## src/sv/hete_pkg.sv

```systemverilog
// Shared constants, types and helpers for the half-edge table engine.
package hete_pkg;

  // Table geometry and id widths
  localparam int HEDGE_DEPTH    = 1024;
  localparam int VERTEX_ID_BITS = 16;
  localparam int CELL_ID_BITS   = 16;

  localparam int IDX_W  = $clog2(HEDGE_DEPTH);
  localparam int CNT_W  = $clog2(HEDGE_DEPTH + 1);
  // One bit above the index so all ones never equals a real index
  localparam int LINK_W = IDX_W + 1;
  localparam logic [LINK_W-1:0] NO_LINK = '1;

  // Opcodes
  localparam logic [1:0] OP_CREATE  = 2'd0;
  localparam logic [1:0] OP_REPLACE = 2'd1;
  localparam logic [1:0] OP_JOIN    = 2'd2;

  // Status codes
  localparam logic [2:0] ST_OK       = 3'd0;
  localparam logic [2:0] ST_FULL     = 3'd1;
  localparam logic [2:0] ST_MISS     = 3'd2;
  localparam logic [2:0] ST_MISS_SIB = 3'd3;
  localparam logic [2:0] ST_BAD      = 3'd4;

  // One table entry
  typedef struct packed {
    logic [CELL_ID_BITS-1:0]   cell_id;
    logic [VERTEX_ID_BITS-1:0] vlo;
    logic [VERTEX_ID_BITS-1:0] vhi;
    logic [LINK_W-1:0]         llo;
    logic [LINK_W-1:0]         lhi;
  } entry_t;

  localparam int ENTRY_W = $bits(entry_t);

  // Captured command transaction
  typedef struct packed {
    logic [1:0]                opcode;
    logic [VERTEX_ID_BITS-1:0] vertex_first;
    logic [VERTEX_ID_BITS-1:0] vertex_second;
    logic [CELL_ID_BITS-1:0]   cell_first;
    logic [CELL_ID_BITS-1:0]   cell_second;
    logic [IDX_W-1:0]          hedge_a;
    logic [IDX_W-1:0]          hedge_b;
    logic                      prefer_dir;
  } cmd_t;

  // Result transaction
  typedef struct packed {
    logic [2:0]       status;
    logic [2:0]       joined_count;
    logic [IDX_W-1:0] new_index;
  } res_t;

  // Table port request from the sequencer
  typedef struct packed {
    logic             wr_en;
    logic [IDX_W-1:0] wr_addr;
    entry_t           wr_data;
    logic [IDX_W-1:0] rd_addr;
  } mem_req_t;

  // Read the low or high link slot
  function automatic logic [LINK_W-1:0] get_link(input entry_t e, input logic dir);
    return dir ? e.lhi : e.llo;
  endfunction

  // Write the low or high link slot
  function automatic entry_t put_link(input entry_t e, input logic dir,
                                      input logic [LINK_W-1:0] v);
    entry_t r;
    r = e;
    if (dir) begin
      r.lhi = v;
    end else begin
      r.llo = v;
    end
    return r;
  endfunction

endpackage

```

## src/sv/hete_ctrl.sv

```systemverilog
// Sequencer and shared compare/update unit for the half-edge table.
module hete_ctrl (
  input  logic              clk,
  input  logic              rst,
  input  logic              start,
  input  hete_pkg::cmd_t    cmd,
  output logic              busy,
  output logic              res_valid,
  input  logic              res_take,
  output hete_pkg::res_t    res,
  output hete_pkg::mem_req_t mem,
  input  hete_pkg::entry_t  rd_data
);
  import hete_pkg::*;

  localparam logic [3:0] S_IDLE   = 4'd0;
  localparam logic [3:0] S_CR0    = 4'd1;
  localparam logic [3:0] S_CR1    = 4'd2;
  localparam logic [3:0] S_RP_RD  = 4'd3;
  localparam logic [3:0] S_RP_WR  = 4'd4;
  localparam logic [3:0] S_JN_RX  = 4'd5;
  localparam logic [3:0] S_JN_RY  = 4'd6;
  localparam logic [3:0] S_JN_EV  = 4'd7;
  localparam logic [3:0] S_JN_WX  = 4'd8;
  localparam logic [3:0] S_JN_WY  = 4'd9;
  localparam logic [3:0] S_FIN    = 4'd10;

  logic [3:0]       state;
  logic [CNT_W-1:0] cnt;
  cmd_t             req;
  logic [2:0]       status;
  logic [2:0]       joined;
  logic [IDX_W-1:0] new_index;
  logic             side;
  logic [1:0]       pair;
  entry_t           ex;
  entry_t           ey;
  logic             dir_x;

  logic [CNT_W:0]   cnt_plus2;
  logic             table_full;
  logic             a_bad;
  logic             b_bad;
  logic [IDX_W-1:0] rp_idx;
  logic [IDX_W-1:0] x_idx;
  logic [IDX_W-1:0] y_idx;
  logic             vlo_hit;
  logic             vhi_hit;
  entry_t           swapped;
  entry_t           y_base;
  entry_t           new_entry;
  logic             cell_match;
  logic             opt_pref;
  logic             opt_alt;
  logic             pref;

  // Range checks on the incoming transaction
  assign cnt_plus2  = {1'b0, cnt} + (CNT_W + 1)'(2);
  assign table_full = cnt_plus2 > (CNT_W + 1)'(HEDGE_DEPTH);
  assign a_bad      = CNT_W'(cmd.hedge_a) >= cnt;
  assign b_bad      = CNT_W'(cmd.hedge_b) >= cnt;

  // Entry addresses for replace and for the current join pair
  assign rp_idx = req.hedge_a ^ IDX_W'(side);
  assign x_idx  = req.hedge_a ^ IDX_W'(pair[1]);
  assign y_idx  = req.hedge_b ^ IDX_W'(pair[0]);

  // Vertex match and swap
  assign vlo_hit = rd_data.vlo == req.vertex_first;
  assign vhi_hit = !vlo_hit && (rd_data.vhi == req.vertex_first);
  always_comb begin
    swapped = rd_data;
    if (vlo_hit) begin
      swapped.vlo = req.vertex_second;
    end else begin
      swapped.vhi = req.vertex_second;
    end
  end

  // Link checks: x is in ex, y arrives on the read port
  assign pref       = req.prefer_dir;
  assign cell_match = ex.cell_id == rd_data.cell_id;
  assign opt_pref   = (get_link(ex, pref) == NO_LINK) &&
                      (get_link(rd_data, ~pref) == NO_LINK);
  assign opt_alt    = (get_link(ex, ~pref) == NO_LINK) &&
                      (get_link(rd_data, pref) == NO_LINK);

  // A self pair sees the update already made on x
  assign y_base = (x_idx == y_idx) ? ex : ey;

  // Fresh entry for create
  always_comb begin
    new_entry.cell_id = (state == S_CR1) ? req.cell_second : req.cell_first;
    new_entry.vlo     = req.vertex_first;
    new_entry.vhi     = req.vertex_second;
    new_entry.llo     = NO_LINK;
    new_entry.lhi     = NO_LINK;
  end

  // Drive the table port
  always_comb begin
    mem = '0;
    case (state)
      S_CR0: begin
        mem.wr_en   = 1'b1;
        mem.wr_addr = cnt[IDX_W-1:0];
        mem.wr_data = new_entry;
      end
      S_CR1: begin
        mem.wr_en   = 1'b1;
        mem.wr_addr = {cnt[IDX_W-1:1], 1'b1};
        mem.wr_data = new_entry;
      end
      S_RP_RD: begin
        mem.rd_addr = rp_idx;
      end
      S_RP_WR: begin
        mem.wr_en   = vlo_hit || vhi_hit;
        mem.wr_addr = rp_idx;
        mem.wr_data = swapped;
      end
      S_JN_RX: begin
        mem.rd_addr = x_idx;
      end
      S_JN_RY: begin
        mem.rd_addr = y_idx;
      end
      S_JN_WX: begin
        mem.wr_en   = 1'b1;
        mem.wr_addr = x_idx;
        mem.wr_data = put_link(ex, dir_x, {1'b0, y_idx});
      end
      S_JN_WY: begin
        mem.wr_en   = 1'b1;
        mem.wr_addr = y_idx;
        mem.wr_data = put_link(y_base, ~dir_x, {1'b0, x_idx});
      end
      default: begin
        mem = '0;
      end
    endcase
  end

  assign busy             = state != S_IDLE;
  assign res_valid        = state == S_FIN;
  assign res.status       = status;
  assign res.joined_count = joined;
  assign res.new_index    = new_index;

  // Sequencer
  always_ff @(posedge clk) begin
    if (rst) begin
      state <= S_IDLE;
      cnt   <= '0;
    end else begin
      case (state)
        S_IDLE: begin
          if (start) begin
            req       <= cmd;
            status    <= ST_OK;
            joined    <= 3'd0;
            new_index <= '0;
            side      <= 1'b0;
            pair      <= 2'd0;
            case (cmd.opcode)
              OP_CREATE: begin
                if (table_full) begin
                  status <= ST_FULL;
                  state  <= S_FIN;
                end else begin
                  state <= S_CR0;
                end
              end
              OP_REPLACE: begin
                if (a_bad) begin
                  status <= ST_BAD;
                  state  <= S_FIN;
                end else begin
                  state <= S_RP_RD;
                end
              end
              OP_JOIN: begin
                if (a_bad || b_bad) begin
                  status <= ST_BAD;
                  state  <= S_FIN;
                end else begin
                  state <= S_JN_RX;
                end
              end
              default: begin
                status <= ST_BAD;
                state  <= S_FIN;
              end
            endcase
          end
        end
        S_CR0: begin
          state <= S_CR1;
        end
        S_CR1: begin
          new_index <= cnt[IDX_W-1:0];
          cnt       <= cnt + CNT_W'(2);
          state     <= S_FIN;
        end
        S_RP_RD: begin
          state <= S_RP_WR;
        end
        S_RP_WR: begin
          // Miss ends the transaction; a first-half hit moves on to the sibling
          if (!(vlo_hit || vhi_hit)) begin
            status <= side ? ST_MISS_SIB : ST_MISS;
            state  <= S_FIN;
          end else if (!side) begin
            side  <= 1'b1;
            state <= S_RP_RD;
          end else begin
            state <= S_FIN;
          end
        end
        S_JN_RX: begin
          state <= S_JN_RY;
        end
        S_JN_RY: begin
          ex    <= rd_data;
          state <= S_JN_EV;
        end
        S_JN_EV: begin
          ey    <= rd_data;
          dir_x <= opt_pref ? pref : ~pref;
          if (cell_match && (opt_pref || opt_alt)) begin
            joined <= joined + 3'd1;
            state  <= S_JN_WX;
          end else if (pair == 2'd3) begin
            state <= S_FIN;
          end else begin
            pair  <= pair + 2'd1;
            state <= S_JN_RX;
          end
        end
        S_JN_WX: begin
          ex    <= put_link(ex, dir_x, {1'b0, y_idx});
          state <= S_JN_WY;
        end
        S_JN_WY: begin
          if (pair == 2'd3) begin
            state <= S_FIN;
          end else begin
            pair  <= pair + 2'd1;
            state <= S_JN_RX;
          end
        end
        S_FIN: begin
          if (res_take) begin
            state <= S_IDLE;
          end
        end
        default: begin
          state <= S_IDLE;
        end
      endcase
    end
  end

endmodule

```

## config.mk

```make
export PLATFORM = sky130hd
export DESIGN_NAME = hete_ctrl
export DESIGN_NICKNAME = d
export VERILOG_FILES = /design/src/sv/hete_pkg.sv /design/src/sv/hete_ctrl.sv
export SDC_FILE = /design/constraint.sdc
export NUM_CORES = 1
export LEC_CHECK = 0
export BUFFER_PORTS_ARGS = -buffer_cell sky130_fd_sc_hd__buf_2
export CAP_MARGIN = 10
export CORE_UTILIZATION = 30
export DETAILED_ROUTE_END_ITERATION = 10
export SLEW_MARGIN = 20
export SYNTH_ARGS = -nofsm -noshare
export SYNTH_HDL_FRONTEND = slang
export SYNTH_SLANG_ARGS = --single-unit
```

## constraint.sdc

```tcl
create_clock -name clk -period 5.5 [get_ports clk]
set_clock_uncertainty 0.15 [all_clocks]
set_input_delay 0.275 -clock clk [delete_from_list [all_inputs] [get_ports clk]]
set_output_delay 0.275 -clock clk [all_outputs]
set_load 0.005 [all_outputs]
```

======== After elaboration in Yosys (flattened, before gate mapping) ========
Index checks and enable logic that the tools add are counted.
word-level totals
  input port bits ......................... 161
  bits in registers ....................... 260
operators by class
  add/sub/neg operators ................... 4
  reductions and logical operators ........ 26
  magnitude comparators ................... 3
  muxes and demuxes ....................... 47
  bitwise logic cells ..................... 6
  equality and inequality tests ........... 27
operators with widths
  cell                   number
  $pmux 81 s5            1
  $pmux 70 s2            1
  $mux 11                8
  $mux 70                1
  $eq 16x16->1           3
  $mux 16                3
  $eq 11x11->1 const B   4
  $pmux 4 s11            1
  $mux 4                 9
  $pmux 10 s3            1
  $xor 10x1->10          3
  $ge 10x11->1           2
  $pmux 10 s2            1
  $mux 3                 6
  $eq 4x3->1 const B     4
  $reduce_and 4->1       4
  $add 11x2->12 const B  1
  $eq 4x4->1 const B     3
  $gt 12x11->1 const B   1
  $pmux 3 s2             2
  $pmux 4 s3             1
  $add 11x2->11 const B  1
  $eq 10x10->1           1
  $mux 10                1
  other kinds (24)       50

======== Logic depth before layout (Yosys ltp) ========
  word-level depth ........................ 7
  depth in mapped cells ................... 9

======== Least setup slack after synthesis ========
OpenSTA, ideal clock, no wires.
  kind .................................... register -> register
  from .................................... reg state[0]
  to ...................................... reg req, in the netlist new_entry[22], enable pin
  path buffers ............................ 1
  slack ................................... 0.043 ns
  stages on the path, launching flop included .. 6
  setup time .............................. 0.534 ns
  data arrival time ....................... 4.773 ns
  cell sequence ........................... dfxtp_1 > clkbuf_1 > or2_2 > nor2_1 > nand2_1 > nor2_1
between the ends
  longest elaborated chain between the ends .. 2
RTL lines
  what                               line              source
  start, declared                    hete_ctrl.sv:28   logic [3:0] state;
  start signal, assigned             hete_ctrl.sv:153  state <= S_IDLE;
  start signal, assigned             hete_ctrl.sv:169  state <= S_FIN;
  start signal, assigned             hete_ctrl.sv:171  state <= S_CR0;
  $logic_not 4->1                    hete_ctrl.sv:156  case (state)
  $reduce_and 3->1 (no source line)  -
  end signal, assigned               hete_ctrl.sv:159  req <= cmd;
  end, declared                      hete_ctrl.sv:30   cmd_t req;
Every way passes these cells.
A chain may end at the register's enable or synchronous reset.

==> flow_summary.yaml <==
layout:
  final_common_cell: "buf_2"
  mostFrequentLayoutCells: "buf_2, edfxtp_1, nand2_1"
  fillers: 4169
  area_delta_synth_final_pct: 33.9
  nets: 1708
  layout-drive-gt1-share: 0.246
global_routing:
  grt_max_degree: 72
  grt_pass1_vias: 11172
  gr-usage-all-layers: 0.194
  gr-total-overflow: 0
  grt_pass1_wl_um: 67200
  antenna_found_initial: 1
yosys:
  ys_seq_elements: 258
  synth.distinct_cells: 58
  synthTopCellsByArea: "edfxtp_1, nand2_1, a222oi_1, mux2i_1, xnor2_1"
  synth-async-reset-ratio: 0
  synth_fp_nets: 1315
  synth_warnings: 0
  synthCells: 1134
  syn_area_per_cell_um2: 11.7
  yosysTopAreaCellShare: 0.552
  synth_area_mm2: 0.0133
  yosys.area.top_type: "edfxtp_1"
  synth_edf_count: 244
  synth-main-ff-cell: "edfxtp_1"
  yosysSeqAreaShare: 0.573
worst_setup_path:
  critPathMaxStageDelay_ns: 0.56
  critPathRequiredTime_ns: 5.08
  path_cells: "xnor2_1, xnor2_1, nor4_1, nand4_1, buf_4, o21ai_2, buf_4, nand2_1, nand2_1, buf_2"
  cp-start-kind: "flip-flop"
  crit_fanout: 41
  cp.arrival_ns: 3.73
  cp-startpoint: "pair[0]$_SDFFCE_PN0P_"
  worstSetupPathType: "reg2out"
  timing.rr.start: "cnt[1]$_SDFFE_PP0P_"
  crit_slowest_cell: "xnor2_1"
  critPathBufInv: 3
  cp-end-kind: "output port"
  path_delay_family: "buffers and inverters"
timing:
  setup_tns_ns: 0
  rsz0062_at_grt: "false"
  max_slew_margin: 0.243
  max_freq_ghz: 0.241
  slew_violations: 0
  final-setup-viol-count: 0
  finalHoldViolCount: 0
  final.setup.worst_slack_ns: 1.34
  max_slew.worst_pin.slew_ns: 1.13
  layout_min_cycle_time_ns: 4.16
  post-route-period-util: 0.756
power_and_ir_drop:
  p_sw_frac: 0.356
  powerDensity_mw_per_mm2: 399
  switching_power_uw: 2530
  pwr-share-seq: 0.361
  ir_worst_vdd_v: 0.000279
  clkPwrFrac: 0.275
  p_comb_frac: 0.364
  p_leak_uw: 0.00705
  p_int_uw: 4570
route:
  vias: 11252
  drtAntennaViolNets: 0
  first_pass_iters: 8
  via_per_inst: 5.27
  wl_per_cell_um: 21.0
  drt-initial-drc-count: 1281
  drc: 0
  drt-total-wl_um: 44900
floorplan:
  start_util: 0.306
  io_pins: 270
  core_area_mm2: 0.0434
  die_x_um: 212
  fp-row-count: 76
  die_area_mm2: 0.0451
  die_h_um: 212
clock_network:
  cts_tree: "built"
  cts-root-buf: "clkbuf_16"
  clockBufferDepth: 3
  path_clk_slew_ns: 0.06
  htree_levels: 1
  cts_setup_buffers: 0
  cts_resized: 0
  cts.sinks: 258
  holdBufCountCts: 159
  clk-insertion-delay-late_ns: 0.58
  cts_buffers: 31
status:
  status: "completed"
place:
  hpwl_um: 29800
  post-place-ws_ns: 1.96
  io_buffers: 268
  place_congestion: 0.889
min_path:
  min_from: "rst"
  hp-class: "in2reg"
run:
  cap_violations: 0
-- power groups by stage --
stage               registers [uW]  logic (uW)  clock network [uW]
floorplan                     2520        1430                   0
global placement              2590        2450                   0
detailed placement            2600        2470                   0
CTS                           2560        2580                2000
global route                  2580        2830                2070
finish                        2560        2580                1960
-- cell families after synthesis --
kind of cell	Yosys count	synth area share
compound gates	231	0.133
xor+xnor	72	0.0481
fa+ha+maj	20	0.0189
buf+inv	110	0.0317
flops	258	0.573
mux	86	0.0679
other cells	1	0.000283
simple gates	356	0.128
-- final timing paths --
check             slack [ns]                    end  cells after the start
setup reg to reg        1.91  state[0]$_SDFFE_PP0P_                      9
hold reg to reg         0.39    cnt[7]$_SDFFE_PP0P_                      2
setup / recovery        1.34                mem[35]                     10
hold / removal          0.03    cnt[8]$_SDFFE_PP0P_                      2
-- registers in the layout, indices dropped and copies added (netlist names) --
name,flops
new_entry,32
side,1
pref,1
ex,70
new_index,9
cnt,10
joined,3
pair,2
dir_x,1
status,3
ey,70
req,52
state,4
-- worst register-to-register path, stage by stage, from the launching register on --
cell,delay (ns)
dfxtp_1,0.63
ha_1,0.31
nand3_1,0.15
or4_1,0.52
a221oi_2,0.36
o2bb2ai_1,0.14
a221oi_2,0.40
nand3_1,0.14
a31oi_1,0.18
dlygate4sd3_1,0.56
-- through the flow --
stage / hold slack [ns] / instance area, um^2 / util / total power (uW) / instances
2_1_floorplan: 0.224 / 13300 / - / 3950 / 1134
3_3_place_gp: 0.302 / 15200 / 0.351 / 5040 / 1920
3_5_place_dp: 0.303 / 15200 / 0.351 / 5070 / 1920
4_1_cts: 0.00159 / 17800 / 0.410 / 7130 / 2136
5_1_grt: 0.0282 / 17800 / 0.410 / 7480 / 2137
6_report: 0.0309 / 17800 / 0.410 / 7100 / 2137
-- synthesized netlist by cell type, types with 3 or more instances --
library cell	instances
a21oi_1	30
nand4_1	23
o221ai_1	10
nand4b_1	3
nand2_1	163
o21ai_1	32
and4_1	3
buf_2	3
clkbuf_1	68
buf_1	13
xnor2_1	45
nor3_1	6
nor4_1	18
nor2b_1	3
o21ai_0	27
mux2i_1	54
xor2_1	26
a21o_1	4
edfxtp_1	244
nand2b_1	9
a22oi_1	10
mux2_2	32
dfxtp_1	14
a221o_1	11
a221oi_1	11
and2_1	53
and3_1	4
inv_1	24
nor2_1	50
a222oi_1	57
nand3_1	11
ha_1	20
a22o_1	18
-- cell type report --
class	count	area (um^2)	area share
tap	585	732	0.0412
clock buffer	36	795	0.0447
multi-input combinational	766	5300	0.298
antenna	1	2.50	0.000141
sequential	258	7610	0.428
clock inverter	21	156	0.00880
inverter	25	93.8	0.00528
timing repair buffer	445	3090	0.174
-- metal layers --
layer | vias to the layer above | global-route usage | routed length (um)
li1 | 5118 | - | -
met1 | 5522 | 0.263 | 19200
met2 | 525 | 0.310 | 21200
met3 | 87 | 0.0352 | 3230
met4 | 0 | 0.0655 | 1320
met5 | - | 0 | 0
No activity file was read; power rests on OpenSTA's default activity.
