**config.mk**
```make
export PLATFORM = sky130hd
export DESIGN_NAME = hete_ram
export DESIGN_NICKNAME = d
export VERILOG_FILES = /design/src/sv/hete_ram.sv
export SDC_FILE = /design/constraint.sdc
export NUM_CORES = 1
export LEC_CHECK = 0
export BUFFER_PORTS_ARGS = -buffer_cell sky130_fd_sc_hd__buf_2
export CORE_MARGIN = 1
export CORE_UTILIZATION = 45
export DETAILED_ROUTE_END_ITERATION = 16
export HOLD_SLACK_MARGIN = 0.12
export SLEW_MARGIN = 20
export SYNTH_ARGS = -nofsm -noshare
export SYNTH_HDL_FRONTEND = slang
export SYNTH_SLANG_ARGS = --single-unit
```
**constraint.sdc**
```tcl
create_clock -name clk -period 2.77 [get_ports clk]
set_input_delay 0.554 -clock clk [delete_from_list [all_inputs] [get_ports clk]]
set_output_delay 0.554 -clock clk [all_outputs]
set_load 0.01 [all_outputs]
```
**src/sv/hete_ram.sv**
```systemverilog
// Generic single-write, single-read RAM with registered read data.
module hete_ram #(
  parameter int WIDTH = 8,
  parameter int DEPTH = 16
) (
  input  logic                     clk,
  input  logic                     wr_en,
  input  logic [$clog2(DEPTH)-1:0] wr_addr,
  input  logic [WIDTH-1:0]         wr_data,
  input  logic [$clog2(DEPTH)-1:0] rd_addr,
  output logic [WIDTH-1:0]         rd_data
);

  logic [WIDTH-1:0] mem [DEPTH];

  // Write port and registered read port
  always_ff @(posedge clk) begin
    if (wr_en) begin
      mem[wr_addr] <= wr_data;
    end
    rd_data <= mem[rd_addr];
  end

endmodule

```
---- Word-level counts from Yosys, hierarchy flattened ----
Memories as Yosys holds them, arrays and structs flattened. A register that Yosys moved wholly into a read port is not among the register bits.
Cells that the tools add are included.
storage, ports and cells
  register bits ........................... 0
  memory bits (writable) .................. 128
  input bits .............................. 18
  output and inout port bits .............. 8
  logic and storage cells ................. 3
  memories kept ........................... 1
cells by class
  multiplexer cells ....................... 2
memory list
  memory  words  bits a word  rd ports  clocked after Yosys merged registers in  write ports  RTL line  source
  mem     16     8            1         1                                        1            14        logic [WIDTH-1:0] mem [DEPTH];
operator list
  kind               number
  1-bit two-way mux  2

---- Depth between registers and ports, before layout ----
Gate-level depths: netlist of the first run.
  word-level depth ........................ 2
  gate-level depth with buffers ........... 5
  gate-level depth less buffers ........... 3

---- Least setup slack after synthesis of the first run ----
OpenSTA, ideal clock, no wires.
  path kind ............................... input -> register
  from .................................... input port wr_addr[2]
  to ...................................... memory mem[0][0], enable pin
  library setup time ...................... 0.383 ns
  arrival time ............................ 1.664 ns
  data required time ...................... 2.387 ns
  path slack .............................. 0.723 ns
  stages on the path ...................... 2
  path buffers ............................ 0
  cell sequence ........................... or3b_2 nor3_1
RTL lines
  what                RTL line  source
  start: declaration  8         input logic [$clog2(DEPTH)-1:0] wr_addr,
  end: declaration    14
No word-level cell before the write port.

---- Worst setup path after layout of the first run ----
  from .................................... input port wr_addr[2]
  to ...................................... memory mem[1][5], enable pin
No word-level cell before the write port.

==> results of run 1 <==
layer usage:
metal	part of all wire (%)	track usage, %	up-vias
met5	0	0	-
met4	0.60	6.66	0
met3	7.3	5.80	4
met2	49	27.0	77
met1	43	25.5	1239
li1	-	-	1078
cell usage after synthesis:
cell type,number,area (sq um)
nor2b_1,1,6.26
nor3_1,4,20.0
mux4_1,14,368
dfxtp_1,8,160
nand2b_1,2,12.5
nand3_1,1,5.00
mux4_2,18,405
nand2_1,9,33.8
nor2_1,13,48.8
clkdlybuf4s25_2,3,30.0
buf_4,1,7.51
a22oi_1,16,120
nand3b_1,2,15.0
and2_1,1,6.26
edfxtp_1,128,3840
buf_2,3,15.0
buf_6,3,33.8
and2b_1,1,7.51
or3b_2,1,8.76
power breakdown:
part           internal [W]  switching, W
clock               0.00149      0.000790
sequential          0.00230     0.0000132
combinational     0.0000903      0.000122
per-stage QoR:
stage / cell area, sq um / std cells / hold WS (ns) / setup WS (ns)
2_1_floorplan: 5150 / 229 / 0.629 / 0.723
3_3_place_gp: 5510 / 402 / 0.651 / 0.608
3_5_place_dp: 5510 / 402 / 0.662 / 0.608
4_1_cts: 6110 / 432 / 0.520 / 1.05
5_1_grt: 6110 / 432 / 0.537 / 0.961
6_report: 6110 / 432 / 0.542 / 1.05
state kept, by name, summed over array words and instances, names as in the netlist:
name	cells
rd_data	8
mem	128
critical path, delay by kind of cell:
family,cells,cell delay [ns]
and+or+nand+nor,2,1.09
buffers and inverters,1,0.11
worst max-delay path by stage:
stage	to	slack [ns]	depth (start not counted)
2_1_floorplan	mem[0][0]$_DFFE_PP_	0.72	2
3_3_place_gp	mem[1][7]$_DFFE_PP_	0.61	3
3_5_place_dp	mem[1][4]$_DFFE_PP_	0.61	3
4_1_cts	mem[1][5]$_DFFE_PP_	1.05	3
5_1_grt	mem[1][7]$_DFFE_PP_	0.96	3
6_report	mem[1][5]$_DFFE_PP_	1.05	3
kinds of logic (layout without fill, tap and decap cells):
group           Yosys count  after routing  share of synthesized area [%]
mux                      32             32                           15.0
compound gates           16             16                           2.33
flops                   136            136                           77.8
simple gates             35             35                           3.18
buf+inv                  10             73                           1.68
layout make-up:
class                      count  area [sq um]  share of cell area, %
timing repair buffer          43           273                   4.46
clock inverter                13           180                   2.95
tap                          140           175                   2.86
multi-input combinational     83          1060                   17.3
sequential                   136          4000                   65.5
clock buffer                  17           425                   6.96
==> results.yml, run 1 <==
critical_path:
  r2r-end: "rd_data[1]$_DFF_P_"
  cp-startpoint: "wr_addr[2]"
  critPathSlowestCell: "nor2_1"
  worst-path-max-fanout: 8
  worst_setup_path_end_kind: "flip-flop"
  path_cells: "buf_2 > or3b_2 > nor2_1"
  cp.arrival_ns: 1.76
  start_kind: "input port"
  reg2reg_depth: 3
  reg2reg_slack_ns: 1.35
  slowest_delay_ns: 0.58
  cp.required_ns: 2.80
  reg2reg_from: "mem[10][1]$_DFFE_PP_"
  criticalPathCategory: "input port to flip-flop"
cts:
  cts_tree: "yes"
  cts_sinks: 136
  cts_hold_buffers: 0
  cts_resized: 0
  path_clk_slew_ns: 0.06
  cts_root_buf: "clkbuf_16"
  cts_buffer_depth: 2
  cts_buffers: 17
  cts-htree-levels: 4
  post-cts-setup-buffers: 0
  insertion_delay_ns: 0.40
finish:
  fillers: 811
  final_common_cell: "edfxtp_1"
  nets: 299
  area_delta_synth_final_pct: 18.8
  final_core_util_pct: 55.7
  n_antenna_cell: 0
  drive_gt1_share_pct: 30.8
  final_cell_mix: "128 x edfxtp_1, 25 x buf_2, 18 x mux4_2"
timing:
  fin_crit_ns: 1.72
  worst_pin_slew_ns: 0.727
  finalCritPeriodShare_pct: 62.3
  final.setup_skew_ns: 0.00611
  hold_viol: 0
  tns_ns: 0
  slew_headroom_pct: 51.3
  max_freq_mhz: 580
  slew_violations: 0
  setup_violations: 0
  rsz0062_at_grt: "no"
status:
  run_status: "finished, final reports clean"
placement:
  gp_congestion: 0.714
  hpwlAfterDp_um: 6200
  io_buffers: 25
global_route:
  antenna_found_initial: 0
  grt_max_degree: 33
  first_global_vias: 2346
  grt_usage_pct: 18.2
  grt_pass1_wl_um: 14200
  overflow: 0
job:
  maxCapViolations: 0
logic_synthesis:
  ys_types: 19
  synth_area_sq_mm: 0.00515
  yosysSeqAreaShare_pct: 77.8
  netlist_instances: 229
  ys_warn_count: 0
  ys_ff_latch: 136
  syn_avg_cell_area_sq_um: 22.5
  syn_nets: 247
power_and_ir_drop:
  p_leak_nw: 2.09
  total_power_w: 0.00481
  ir_drop_mv: 0.405
  power.density_mw_per_mm2: 786
floorplanning:
  core_sq_mm: 0.0110
  die_area_sq_mm: 0.0119
  io_pins: 26
  die_x_um: 109
  die_y_um: 109
  num_rows: 38
  start_util_pct: 46.9
route:
  via_count: 2398
  routedWlPerCell_um: 21.9
  drt-pass1-iter-count: 5
  antenna_left: 0
  drt_drc_violations_left: 0
  first_iter_violations: 148
  routed_wirelength_um: 9460
  viasPerCell: 5.55
min_path:
  holdPathEnd: "mem[2][6]$_DFFE_PP_"
  hold_class: "input port to flip-flop"
  hold_depth: 1
  hp-start: "wr_data[6]"
No activity file was read; power rests on OpenSTA's default activity.
==> run 2: changes to the inputs <==
clock period = 1.8 ns   (was 2.77 ns; I/O delays follow)
==> run 2 against run 1 <==
Compared with the run above:
- largest cell class unchanged
- first-iteration DRC count grew 11%
- clock skew increased by 0.0019 ns
- clock power rose by 48%
- highest routed layer unchanged
- worst setup slack worse by 0.66 ns
- critical path type is now flip-flop to flip-flop
- die area did not move
- sequential cell count is the same
- routed wire length up 0.94%
- combinational power rose by 57%
- sequential share of layout area decreased by 0.53 points
- final cell count grew 1.9%
- via count rose by 2.0%
==> results.yml, run 2 (synthesized netlist as in run 1, its figures left out) <==
status:
  run_status: "finished, final reports clean"
min_path:
  hold_depth: 1
  holdPathEnd: "mem[6][6]$_DFFE_PP_"
  hold_class: "input port to flip-flop"
  hp-start: "wr_data[6]"
finish:
  regMostFlops: "mem"
  n_antenna_cell: 0
  final_cell_mix: "128 x edfxtp_1, 25 x buf_2, 22 x buf_4"
  final_core_util_pct: 56.1
  fillers: 829
  area_delta_synth_final_pct: 19.8
  nets: 305
  multiInputGateArea_sq_mm: 0.00106
  final_common_cell: "edfxtp_1"
  drive_gt1_share_pct: 33.3
  regArea_sq_mm: 0.00400
  largest_reg_flops: 128
  reg.largest.list: "mem x128, rd_data x8"
  finalInstanceArea_sq_mm: 0.00616
timing:
  finalCritPeriodShare_pct: 78.7
  max_freq_mhz: 706
  fin_crit_ns: 1.42
  rsz0062_at_grt: "no"
  worst_pin_slew_ns: 0.757
  hold_viol: 0
  slew_violations: 0
  final.setup_skew_ns: 0.00805
  setup_violations: 0
  slew_headroom_pct: 49.5
cts:
  cts_hold_buffers: 0
  cts_resized: 0
  cts_root_buf: "clkbuf_16"
  cts_buffer_depth: 2
  post-cts-setup-buffers: 0
  insertion_delay_ns: 0.41
  path_clk_slew_ns: 0.06
  cts-htree-levels: 4
  cts_buffers: 17
  cts_tree: "yes"
  cts_sinks: 136
critical_path:
  slowest_delay_ns: 0.51
  reg2reg_from: "mem[9][1]$_DFFE_PP_"
  worst_setup_path_end_kind: "flip-flop"
  r2r-end: "rd_data[1]$_DFF_P_"
  criticalPathCategory: "flip-flop to flip-flop"
  cp.required_ns: 2.08
  start_kind: "flip-flop"
  cp.arrival_ns: 1.69
  worst-path-max-fanout: 1
  path_cells: "mux4_1 > a22oi_1 > nand2_1"
  reg2reg_depth: 3
  reg2reg_slack_ns: 0.38
  critPathSlowestCell: "mux4_1"
global_route:
  grt_usage_pct: 18.2
  antenna_found_initial: 0
  grt_pass1_wl_um: 14400
  first_global_vias: 2507
  grt_max_degree: 33
  overflow: 0
power_and_ir_drop:
  power.density_mw_per_mm2: 1180
  pwr-share-clk_pct: 46.4
  seqPwrFrac_pct: 49.0
  intPower_w: 0.00583
  combPwrFrac_pct: 4.6
  p_switching_w: 0.00144
  ir_drop_mv: 0.522
  p_leak_nw: 2.11
  sw_frac_of_total_pct: 19.8
placement:
  post_dp_cell_area_sq_mm: 0.00557
  hpwlAfterDp_um: 6170
  io_buffers: 25
  gp_congestion: 0.793
route:
  first_iter_violations: 164
  drt-pass1-iter-count: 4
  drt_drc_violations_left: 0
  via_count: 2447
  antenna_left: 0
  routedWlPerCell_um: 21.7
  routed_wirelength_um: 9550
  viasPerCell: 5.56
floorplanning:
  io_pins: 26
  die_x_um: 109
  die_y_um: 109
  core_sq_mm: 0.0110
  die_area_sq_mm: 0.0119
  num_rows: 38
  start_util_pct: 46.9
job:
  maxCapViolations: 0
## run 2: power groups by stage
stage	combinational [W]	sequential (W)	clock [W]
floorplan	0.000180	0.00363	0
global placement	0.000331	0.00363	0
global route	0.000364	0.00357	0.00353
CTS	0.000340	0.00356	0.00342
finish	0.000332	0.00356	0.00338
detailed placement	0.000339	0.00363	0
## run 2: routing by layer
layer	global-route usage, %	vias up	wire length, um
met3	3.59	20	451
met2	28.6	68	4650
met5	0	-	0
li1	-	1091	-
met1	24.1	1268	4240
met4	9.56	0	217
## run 2: area by class of cell
class                      instances  area share [%]
timing repair buffer              49            5.36
clock inverter                    11            1.99
sequential                       136            64.9
clock buffer                      21            7.63
tap                              140            2.84
multi-input combinational         83            17.2
## run 2: worst max-delay path by stage
stage                              startpoint             endpoint  slack (ns)
final                     mem[9][1]$_DFFE_PP_   rd_data[1]$_DFF_P_        0.38
after global placement             rd_addr[0]   rd_data[1]$_DFF_P_     -0.0005
after detailed placement           rd_addr[0]   rd_data[1]$_DFF_P_       -0.02
after CTS                 mem[9][1]$_DFFE_PP_   rd_data[1]$_DFF_P_        0.39
after floorplan                    wr_addr[2]  mem[3][0]$_DFFE_PP_        0.17
after global routing      mem[9][1]$_DFFE_PP_   rd_data[1]$_DFF_P_        0.34
## run 2: critical path: cells and delay by family, from the launching register on
family,cells,cell delay (ns)
flip-flops,1,0.37
AND/OR/NAND/NOR,1,0.10
multiplexers,1,0.51
AO/OA/AOI/OAI,1,0.31
## run 2: metrics by stage
| stage | TNS [ns] | setup WS, ns | hold WS (ns) | instances | power, W |
|---|---|---|---|---|---|
| after CTS | 0 | 0.394 | 0.318 | 440 | 0.00733 |
| after floorplan | 0 | 0.174 | 0.459 | 229 | 0.00381 |
| after global routing | 0 | 0.343 | 0.341 | 440 | 0.00746 |
| after global placement | -0.000468 | -0.000468 | 0.651 | 408 | 0.00396 |
| final | 0 | 0.384 | 0.330 | 440 | 0.00727 |
| after detailed placement | -0.0157 | -0.0157 | 0.661 | 408 | 0.00397 |
==> run 3: changes to the inputs <==
clock period = 1.3 ns   (was 1.8 ns; I/O delays follow)
==> run 3 against run 2 <==
Compared with the run above:
- the flow now finishes with violations (negative setup slack)
- sequential share of layout area shrank 1.6 points
- global-route usage grew 0.42 points
- worst setup slack lost 0.39 ns
- worst hold slack lost 0.091 ns
- power grew 42%
- clock skew grew 0.0070 ns
- critical path depth is the same
- largest power group unchanged
==> results.yml, run 3 (synthesized netlist as in run 1, its figures left out) <==
cts:
  cts_root_buf: "clkbuf_16"
  path_clk_slew_ns: 0.06
  cts_buffer_depth: 2
  insertion_delay_ns: 0.40
  cts_sinks: 136
  cts_tree: "yes"
  cts-htree-levels: 4
  cts_hold_buffers: 0
  cts_buffers: 17
route:
  antenna_left: 0
  drt-pass1-iter-count: 4
  via_count: 2402
  viasPerCell: 5.40
  drt_drc_violations_left: 0
  routedWlPerCell_um: 21.4
  routed_wirelength_um: 9520
  first_iter_violations: 283
global_route:
  grt_max_degree: 23
  overflow: 0
  antenna_found_initial: 0
  first_global_vias: 2558
  grt_pass1_wl_um: 14900
  grt_usage_pct: 18.6
placement:
  io_buffers: 25
  gp_congestion: 0.710
  hpwlAfterDp_um: 6030
  post_dp_cell_area_sq_mm: 0.00567
  dp_cells: 413
timing:
  setup_violations: 1
  final.setup_skew_ns: 0.0150
  hold_viol: 0
  worst_pin_slew_ns: 0.923
  fin_crit_ns: 1.31
  slew_violations: 0
  max_freq_mhz: 764
  slew_headroom_pct: 38.3
  tns_ns: -0.00828
  rsz0062_at_grt: "yes"
  finalCritPeriodShare_pct: 101
  timing.hold.ws_ns: 0.239
  final_critical_path_setup_slack_ns: -0.00828
min_path:
  hp-start: "wr_data[6]"
  hold_depth: 1
  hold_class: "input port to flip-flop"
power_and_ir_drop:
  seqPwrFrac_pct: 47.8
  total_power_w: 0.0103
  combPwrFrac_pct: 5.0
  sw_frac_of_total_pct: 19.1
  p_switching_w: 0.00198
  pwr-share-clk_pct: 47.2
  intPower_w: 0.00835
  power.density_mw_per_mm2: 1630
  ir_drop_mv: 0.972
  p_leak_nw: 2.11
critical_path:
  cp.depth: 3
  reg2reg_slack_ns: -0.008
  cp-endpoint: "rd_data[5]$_DFF_P_"
  reg2reg_depth: 3
  criticalPathCategory: "flip-flop to flip-flop"
  path_cells: "mux4_2 > a22oi_1 > nand2_1"
  cp.arrival_ns: 1.58
  critPathTopFamily: "multiplexers"
  r2r-end: "rd_data[5]$_DFF_P_"
  cp.required_ns: 1.58
  slowest_delay_ns: 0.49
  critPathSlowestCell: "mux4_2"
  worst-path-max-fanout: 1
  worst_setup_path_end_kind: "flip-flop"
  path_buf_inv: 0
  cp-startpoint: "mem[7][5]$_DFFE_PP_"
  start_kind: "flip-flop"
  reg2reg_from: "mem[7][5]$_DFFE_PP_"
finish:
  drive_gt1_share_pct: 42.3
  reg.largest.list: "mem x128, rd_data x8"
  n_antenna_cell: 0
  stdcell_count: 445
  final_cell_mix: "128 x edfxtp_1, 31 x mux4_2, 25 x buf_2"
  finalInstanceArea_sq_mm: 0.00632
  regMostFlops: "mem"
  largest_reg_flops: 128
  nets: 310
  area_delta_synth_final_pct: 22.7
  final_common_cell: "edfxtp_1"
floorplanning:
  core_sq_mm: 0.0110
  die_y_um: 109
  die_x_um: 109
  die_area_sq_mm: 0.0119
  num_rows: 38
  start_util_pct: 46.9
  io_pins: 26
job:
  maxCapViolations: 0
status:
  violations: "negative setup slack"
  run_status: "finished, violations left"
run 3: changes by cell type in the layout (fill, tap and decap cells not counted), sizes merged:
cell      before  now
clkinv         5    2
bufinv         2    4
buf           49   54
clkbuf        21   20
clkinvlp       4    6
run 3: per-layer routing:
layer / track usage, % / vias to the layer above / wire length, um
li1: - / 1083 / -
met1: 25.4 / 1239 / 3990
met2: 29.1 / 78 / 4850
met3: 4.96 / 2 / 639
met4: 6.27 / 0 / 38
met5: 0 / - / 0
run 3: power by group through the flow:
stage                     logic, W  clock network (W)  registers, W
after floorplan           0.000274                  0       0.00503
after global placement    0.000507                  0       0.00503
after detailed placement  0.000514                  0       0.00503
after CTS                 0.000522            0.00495       0.00494
after global routing      0.000569            0.00513       0.00494
final                     0.000520            0.00487       0.00494
run 3: final cells by class:
cell class / instances / area (sq um)
fillers: 801 / 4670
clock buffers: 20 / 437
repair buffers: 54 / 443
flip-flops and latches: 136 / 4000
multi-input cells: 83 / 1080
well taps: 140 / 175
clock inverters: 12 / 179
run 3: how the worst min path moves through the flow:
stage / to / slack [ns]
5_1_grt: mem[14][0]$_DFFE_PP_ / 0.24
3_5_place_dp: rd_data[3] / 0.66
3_3_place_gp: mem[2][4]$_DFFE_PP_ / 0.65
2_1_floorplan: mem[0][0]$_DFFE_PP_ / 0.36
4_1_cts: mem[2][4]$_DFFE_PP_ / 0.23
6_report: mem[6][6]$_DFFE_PP_ / 0.24
run 3: what timing repair did:
action,in CTS,in global routing
pin swaps,1,2
setup endpoints to repair,4,8
resized for setup,3,6
setup buffers,0,0
run 3: per-stage QoR:
stage	setup slack (ns)	utilization (%)
floorplan	-0.0630	-
global placement	-0.346	51.7
detailed placement	-0.408	51.7
CTS	-0.000845	57.3
global route	-0.0197	57.5
finish	-0.00828	57.5
